[config.mk]
export PLATFORM = sky130hd
export DESIGN_NAME = pncm_oklab
export DESIGN_NICKNAME = d
export VERILOG_FILES = /design/src/pncm_pkg.sv /design/src/pncm_oklab.sv
export SDC_FILE = /design/constraint.sdc
export NUM_CORES = 2
export LEC_CHECK = 0
export BUFFER_PORTS_ARGS = -buffer_cell sky130_fd_sc_hd__buf_2
export CAP_MARGIN = 20
export CORE_ASPECT_RATIO = 0.75
export CORE_MARGIN = 2
export CORE_UTILIZATION = 50
export DETAILED_ROUTE_END_ITERATION = 6
export PLACE_DENSITY = 0.65
export SYNTH_ARGS = -nofsm -noshare
export SYNTH_HDL_FRONTEND = slang
export SYNTH_SLANG_ARGS = --single-unit
[constraint.sdc]
create_clock -name clk -period 16.45 [get_ports clk]
set_input_delay 3.29 -clock clk [delete_from_list [all_inputs] [get_ports clk]]
set_output_delay 3.29 -clock clk [all_outputs]
set_load 0.01 [all_outputs]
[src/pncm_pkg.sv]
package pncm_pkg;

	localparam int PAL_SIZE   = 16;
	localparam int IDX_W      = $clog2(PAL_SIZE);
	localparam int FRAC_BITS  = 15;
	localparam int CBRT_SHIFT = 2 * FRAC_BITS - 16;
	localparam int LAB_W      = FRAC_BITS + 2;

	localparam logic REQ_WRITE = 1'b0;
	localparam logic REQ_QUERY = 1'b1;

	localparam logic [1:0] MODE_SRGB  = 2'd0;
	localparam logic [1:0] MODE_OKLAB = 2'd1;
	localparam logic [1:0] MODE_HYAB  = 2'd2;

	localparam logic [1:0] CFG_METRIC = 2'd0;
	localparam logic [1:0] CFG_CHROMA = 2'd1;
	localparam logic [1:0] CFG_LIGHT  = 2'd2;

	typedef logic signed [LAB_W-1:0] lab_val_t;

	typedef struct packed {
		lab_val_t l;
		lab_val_t a;
		lab_val_t b;
	} oklab_t;

	typedef enum logic [2:0] {
		OK_IDLE,
		OK_LMS,
		OK_SQ,
		OK_CU,
		OK_LAB,
		OK_DONE
	} ok_state_t;

	typedef enum logic [3:0] {
		ST_INIT,
		ST_IDLE,
		ST_CONV,
		ST_RD,
		ST_DIFF,
		ST_SQ,
		ST_SQRT,
		ST_WT,
		ST_CMP,
		ST_RESULT
	} st_state_t;

	typedef logic [23:0] color_tab_t [PAL_SIZE];
	typedef logic [15:0] lin_tab_t [256];
	typedef logic [15:0] lms_tab_t [9];
	typedef logic signed [17:0] lab_tab_t [9];

	localparam color_tab_t DEFAULT_COLORS = '{
		24'h000000, 24'h0000FF, 24'h00FF00, 24'hFF0000,
		24'hFFFF00, 24'hFF00FF, 24'h00FFFF, 24'hFFFFFF,
		24'h808000, 24'h8080FF, 24'h800080, 24'h80FF80,
		24'h008080, 24'hFF8080, 24'h555555, 24'hAAAAAA
	};

	function automatic longint unsigned pow5_q30(input longint unsigned t);
		longint unsigned t2;
		longint unsigned t4;
		t2 = (t * t) >> 30;
		t4 = (t2 * t2) >> 30;
		return (t4 * t) >> 30;
	endfunction

	function automatic lin_tab_t build_lin();
		lin_tab_t tab;
		longint unsigned u;
		longint unsigned u2;
		longint unsigned lo;
		longint unsigned hi;
		longint unsigned mid;
		longint unsigned v;
		for (int c = 0; c < 256; c++) begin
			if (c <= 10) begin
				v = (longint'(c) * 64'd6553600 + 64'd164730) / 64'd329460;
			end else begin
				u = ((longint'(1000 * c + 14025)) << 30) / 64'd269025;
				u2 = (u * u) >> 30;
				lo = 0;
				hi = 64'd1 << 30;
				while (lo < hi) begin
					mid = (lo + hi + 1) >> 1;
					if (pow5_q30(mid) <= u2) begin
						lo = mid;
					end else begin
						hi = mid - 1;
					end
				end
				v = (((u2 * lo) >> 30) + 64'd8192) >> 14;
			end
			tab[c] = (v > 64'd65535) ? 16'hFFFF : v[15:0];
		end
		return tab;
	endfunction

	function automatic longint quant_coef(input longint k);
		longint unsigned mag;
		longint unsigned q;
		mag = (k < 0) ? longint'(-k) : longint'(k);
		q = (mag * (64'd1 << FRAC_BITS) + 64'd5000000000) / 64'd10000000000;
		return (k < 0) ? -longint'(q) : longint'(q);
	endfunction

	function automatic lms_tab_t build_lms();
		lms_tab_t tab;
		longint k [9];
		longint q;
		k = '{64'sd4122214708, 64'sd5363325363, 64'sd514459929,
			64'sd2119034982, 64'sd6806995451, 64'sd1073969566,
			64'sd883024619, 64'sd2817188376, 64'sd6299787005};
		for (int i = 0; i < 9; i++) begin
			q = quant_coef(k[i]);
			tab[i] = q[15:0];
		end
		return tab;
	endfunction

	function automatic lab_tab_t build_lab();
		lab_tab_t tab;
		longint k [9];
		longint q;
		k = '{64'sd2104542553, 64'sd7936177850, -64'sd40720468,
			64'sd19779984951, -64'sd24285922050, 64'sd4505937099,
			64'sd259040371, 64'sd7827717662, -64'sd8086757660};
		for (int i = 0; i < 9; i++) begin
			q = quant_coef(k[i]);
			tab[i] = q[17:0];
		end
		return tab;
	endfunction

	localparam lin_tab_t LIN_TAB = build_lin();
	localparam lms_tab_t LMS_Q   = build_lms();
	localparam lab_tab_t LAB_Q   = build_lab();

endpackage

[src/pncm_oklab.sv]
module pncm_oklab (
	input  logic            clk,
	input  logic            arst_n,
	input  logic            start,
	input  logic [23:0]     rgb,
	output logic            done,
	output pncm_pkg::oklab_t lab
);

	pncm_pkg::ok_state_t state_q, state_d;

	logic [1:0]  row_q;
	logic [1:0]  col_q;
	logic [3:0]  bit_q;
	logic [15:0] lin_q [3];
	logic [32:0] x_q;
	logic [15:0] yw_q;
	logic [31:0] sq_q;
	logic [15:0] y_q [3];
	logic signed [36:0] acc_q;
	pncm_pkg::oklab_t lab_q;

	logic [3:0]  coef_idx;
	logic [31:0] lms_prod;
	logic [15:0] cand;
	logic [47:0] cube;
	logic [47:0] target;
	logic        cube_ok;
	logic signed [34:0] lab_prod;
	logic signed [36:0] acc_sum;
	logic [36:0] mag;
	logic [21:0] rnd;
	logic [21:0] rnd_s;

	assign coef_idx = {2'b00, row_q} * 4'd3 + {2'b00, col_q};
	assign lms_prod = pncm_pkg::LMS_Q[coef_idx] * lin_q[col_q];
	assign cand     = yw_q | (16'd1 << bit_q);
	assign cube     = {16'd0, sq_q} * {32'd0, cand};
	assign target   = {{(15 - pncm_pkg::CBRT_SHIFT){1'b0}}, x_q, {pncm_pkg::CBRT_SHIFT{1'b0}}};
	assign cube_ok  = cube <= target;
	assign lab_prod = pncm_pkg::LAB_Q[coef_idx] * $signed({1'b0, y_q[col_q]});
	assign acc_sum  = acc_q + {{2{lab_prod[34]}}, lab_prod};
	assign mag      = acc_sum[36] ? 37'(-acc_sum) : 37'(acc_sum);
	assign rnd      = 22'((mag + 37'(1 << (pncm_pkg::FRAC_BITS - 1))) >> pncm_pkg::FRAC_BITS);
	assign rnd_s    = acc_sum[36] ? -rnd : rnd;

	assign done = state_q == pncm_pkg::OK_DONE;
	assign lab  = lab_q;

	always_ff @(posedge clk or negedge arst_n) begin
		if (!arst_n) begin
			state_q <= pncm_pkg::OK_IDLE;
		end else begin
			state_q <= state_d;
		end
	end

	always_comb begin
		state_d = state_q;
		case (state_q)
			pncm_pkg::OK_IDLE: begin
				if (start) state_d = pncm_pkg::OK_LMS;
			end
			pncm_pkg::OK_LMS: begin
				if (col_q == 2'd2) state_d = pncm_pkg::OK_SQ;
			end
			pncm_pkg::OK_SQ: state_d = pncm_pkg::OK_CU;
			pncm_pkg::OK_CU: begin
				if (bit_q != 4'd0) state_d = pncm_pkg::OK_SQ;
				else if (row_q == 2'd2) state_d = pncm_pkg::OK_LAB;
				else state_d = pncm_pkg::OK_LMS;
			end
			pncm_pkg::OK_LAB: begin
				if (col_q == 2'd2 && row_q == 2'd2) state_d = pncm_pkg::OK_DONE;
			end
			pncm_pkg::OK_DONE: state_d = pncm_pkg::OK_IDLE;
			default: state_d = pncm_pkg::OK_IDLE;
		endcase
	end

	always_ff @(posedge clk) begin
		case (state_q)
			pncm_pkg::OK_IDLE: begin
				lin_q[0] <= pncm_pkg::LIN_TAB[rgb[23:16]];
				lin_q[1] <= pncm_pkg::LIN_TAB[rgb[15:8]];
				lin_q[2] <= pncm_pkg::LIN_TAB[rgb[7:0]];
				x_q      <= '0;
				row_q    <= '0;
				col_q    <= '0;
				acc_q    <= '0;
			end
			pncm_pkg::OK_LMS: begin
				x_q <= x_q + {1'b0, lms_prod};
				if (col_q == 2'd2) begin
					col_q <= '0;
					bit_q <= 4'd15;
					yw_q  <= '0;
				end else begin
					col_q <= col_q + 2'd1;
				end
			end
			pncm_pkg::OK_SQ: begin
				sq_q <= cand * cand;
			end
			pncm_pkg::OK_CU: begin
				if (cube_ok) yw_q <= cand;
				if (bit_q == 4'd0) begin
					y_q[row_q] <= cube_ok ? cand : yw_q;
					col_q      <= '0;
					x_q        <= '0;
					acc_q      <= '0;
					row_q      <= (row_q == 2'd2) ? 2'd0 : row_q + 2'd1;
				end else begin
					bit_q <= bit_q - 4'd1;
				end
			end
			pncm_pkg::OK_LAB: begin
				if (col_q == 2'd2) begin
					case (row_q)
						2'd0:    lab_q.l <= rnd_s[pncm_pkg::LAB_W-1:0];
						2'd1:    lab_q.a <= rnd_s[pncm_pkg::LAB_W-1:0];
						default: lab_q.b <= rnd_s[pncm_pkg::LAB_W-1:0];
					endcase
					acc_q <= '0;
					col_q <= '0;
					row_q <= row_q + 2'd1;
				end else begin
					acc_q <= acc_sum;
					col_q <= col_q + 2'd1;
				end
			end
			default: begin
			end
		endcase
	end

endmodule

==> impl_metrics.toml <==
[run_status]
outcome = "finished, final reports clean"

[clocking]
clock_tree.htree_level_count = 2
clk_pin_slew_worst_paths_ns = 0.07
cts_buffers = 35
cts.repair.resized = 0
clock_path_buffers = 3
clock-root-buffer = "clkbuf_16"
cts.sinks = 277
clock_latency_ns = 0.61
cts_hold_buf = 0
postCtsSetupRepairBufs = 0
cts_tree = "yes"

[global_route]
grt_max_degree = 92
gr-total-overflow = 0
grtUsageMet2 = 0.483
grt_use_met3 = 0.0883
grt.busiest_layer = "met1"
grt_util_met1 = 0.494
grt_pass1_vias = 60500
grt_usage = 0.333
grt_pass1_wl_um = 369000
antenna_found_initial = 12

[job]
maxCapViolCount = 0

[setup_path]
setup.worst_path.end_class = "flop"
required_ns = 16.87
critPathMaxFanout = 27
critical_path.max_stage_delay_ns = 0.91
crit_slowest_cell = "nor2_2"
start_kind = "flop"
crit_arrival_ns = 15.57
path_class = "reg -> reg"

[placed_design]
postPlaceCellArea_sq_mm = 0.0718
numPortBuffers = 78
hpwl_um = 182000
gp_congestion = 0.996
dp_slack_ns = 1.47

[sta]
worstMarginPinSlew_ns = 1.18
rsz0062_at_grt = "no"
finalHoldViolCount = 0
min_period_ns = 15.15
slew_viol_final = 0
setup_tns_ns = 0
setup_slack_ns = 1.30
fmax_mhz = 66.0
slew_headroom = 0.208
period_share = 0.921
setup_viol = 0
holdWs_ns = 0.580
clock_skew_ns = 0.0453

[floorplanning]
ioPinCount = 79
die-area_sq_mm = 0.143
core-area_sq_mm = 0.138
die_y_um = 327
core.rowCount = 118
start_util = 0.504
die_x_um = 435

[yosys]
synthesis.area_sq_mm = 0.0698
yosysWarnings = 0
ys_ff_latch = 277
synth_edf_count = 272
synth_cell_type_count = 119
async_flop_share = 0.0108
synthFlopType = "edfxtp_1"
syn_avg_cell_area_sq_um = 8.29
ys_seq_area_frac = 0.119
netlist_instances = 8414

[routing]
routed_wl_um = 238000
drt_iter0_drc = 7341
wl_per_cell_um = 23.6
drtPass1Iterations = 7
vias = 61100
via_per_inst = 6.06
drc = 0
ant_nets = 0

[layout]
area_growth_pct = 4.73
final_cell_mix = "inv_1, nand2_1, fa_1, nor2_1, ha_1"
finalInstanceArea_sq_mm = 0.0731
final_layout_size_suffix_gt1_frac = 0.0482
final_core_util = 0.528
multi_input_area_sq_mm = 0.0544
final_common_cell = "inv_1"
fill_cells = 13100
seqCellArea_sq_mm = 0.00829
fin_nets = 9878

[power_and_ir_drop]
p_leak_nw = 32.8
ir_drop_uv = 57.1
power.density_mw_per_mm2 = 29.4

[hold_path]
hold_path_class = "reg -> reg"
==> registers in the layout, summed over array words and instances, names as in the netlist, named ones only <==
signal / flops
lab: 51
lin_q: 48
y_q: 48
acc_q: 37
x_q: 33
sq_q: 31
yw_q: 16
bit_q: 4
state_q: 3
col_q: 2
row_q: 2
==> layout make-up <==
class                      count  area share
timing repair buffer         210      0.0199
multi-input combinational   6246       0.745
inverter                    1422      0.0731
antenna                        2   0.0000685
clock inverter                25     0.00456
sequential                   277       0.113
clock buffer                  38      0.0121
tap                         1860      0.0319
==> cells by family (layout without fill, tap and decap cells) <==
logic type,count (synthesis),after routing,synth area share
buf+inv,1905,1695,0.103
other cells,2,18,0.000108
fa+ha+maj,1660,1660,0.416
compound gates,1620,1620,0.148
simple gates,2663,2663,0.171
flops,277,277,0.119
xor+xnor,195,195,0.0252
mux,92,92,0.0184
==> worst paths after layout <==
kind                       slack, ns  depth (start not counted)                  start                endpoint
max                             1.30                         49     row_q[0]$_DFFE_PP_       lab[47]$_DFFE_PP_
min                             0.58                          2  yw_q[9]$_SDFFCE_PN0P_     y_q[0][9]$_DFFE_PP_
max reg2reg                     1.30                         49     row_q[0]$_DFFE_PP_       lab[47]$_DFFE_PP_
min reg2reg                     0.58                          2  yw_q[9]$_SDFFCE_PN0P_     y_q[0][9]$_DFFE_PP_
max in group asynchronous      13.76                          1                 arst_n  state_q[1]$_DFFE_PN0P_
min in group asynchronous       2.53                          1                 arst_n  state_q[0]$_DFFE_PN0P_
==> through the flow <==
step / total power [W] / instances
finish: 0.00215 / 10100
global route: 0.00221 / 10100
CTS: 0.00213 / 10100
detailed placement: 0.00128 / 10000
global placement: 0.00128 / 10000
floorplan: 0.00111 / 8428
==> power by group <==
group          total [W]         switching (W)  internal, W
Clock           0.000850              0.000369     0.000481
Sequential      0.000768  0.000000000000000127     0.000768
Combinational   0.000529              0.000376     0.000152
Total            0.00215              0.000745      0.00140
==> synth_stat cells (19+ instances only) <==
cell,n,area share
inv_1,1410,0.076
nand2_1,1111,0.060
fa_1,1095,0.31
nor2_1,716,0.039
ha_1,564,0.10
a21oi_1,433,0.031
clkbuf_1,402,0.022
o21ai_0,392,0.028
edfxtp_1,272,0.12
and2_1,255,0.023
nor3_1,143,0.010
xnor2_1,133,0.017
a211oi_1,106,0.011
nand3_1,98,0.0070
a31oi_1,90,0.0081
nor2b_1,86,0.0077
o211ai_1,80,0.0086
buf_1,71,0.0038
a21o_1,64,0.0069
nand2b_1,64,0.0057
mux2i_1,61,0.0088
xor2_1,58,0.0073
o21a_1,52,0.0056
o22ai_1,45,0.0040
o311ai_0,39,0.0049
and3_1,34,0.0030
a311oi_1,33,0.0041
mux4_2,29,0.0094
nand4_1,28,0.0025
o21ai_1,27,0.0019
o31ai_1,27,0.0029
o21bai_1,26,0.0028
or2_2,22,0.0020
or3_1,21,0.0019
a221oi_1,20,0.0025
nor4_1,20,0.0018
a2111oi_0,19,0.0024
==> worst max-delay path, delay by kind of cell (launching register included) <==
kind / cells / cell delay (ns)
buffers and inverters: 9 / 1.05
AND/OR/NAND/NOR: 13 / 3.46
XOR/XNOR: 3 / 0.65
adder cells (fa/ha/maj): 12 / 5.14
flip-flops: 1 / 0.43
AO/OA/AOI/OAI: 12 / 4.21
==> routing by layer <==
layer  wire [um]  part of all wire
met1      104000              0.44
met3       28000              0.12
met4        5930             0.025
met5          27           0.00011
met2       99300              0.42
Power figures use the tool's default switching activity.
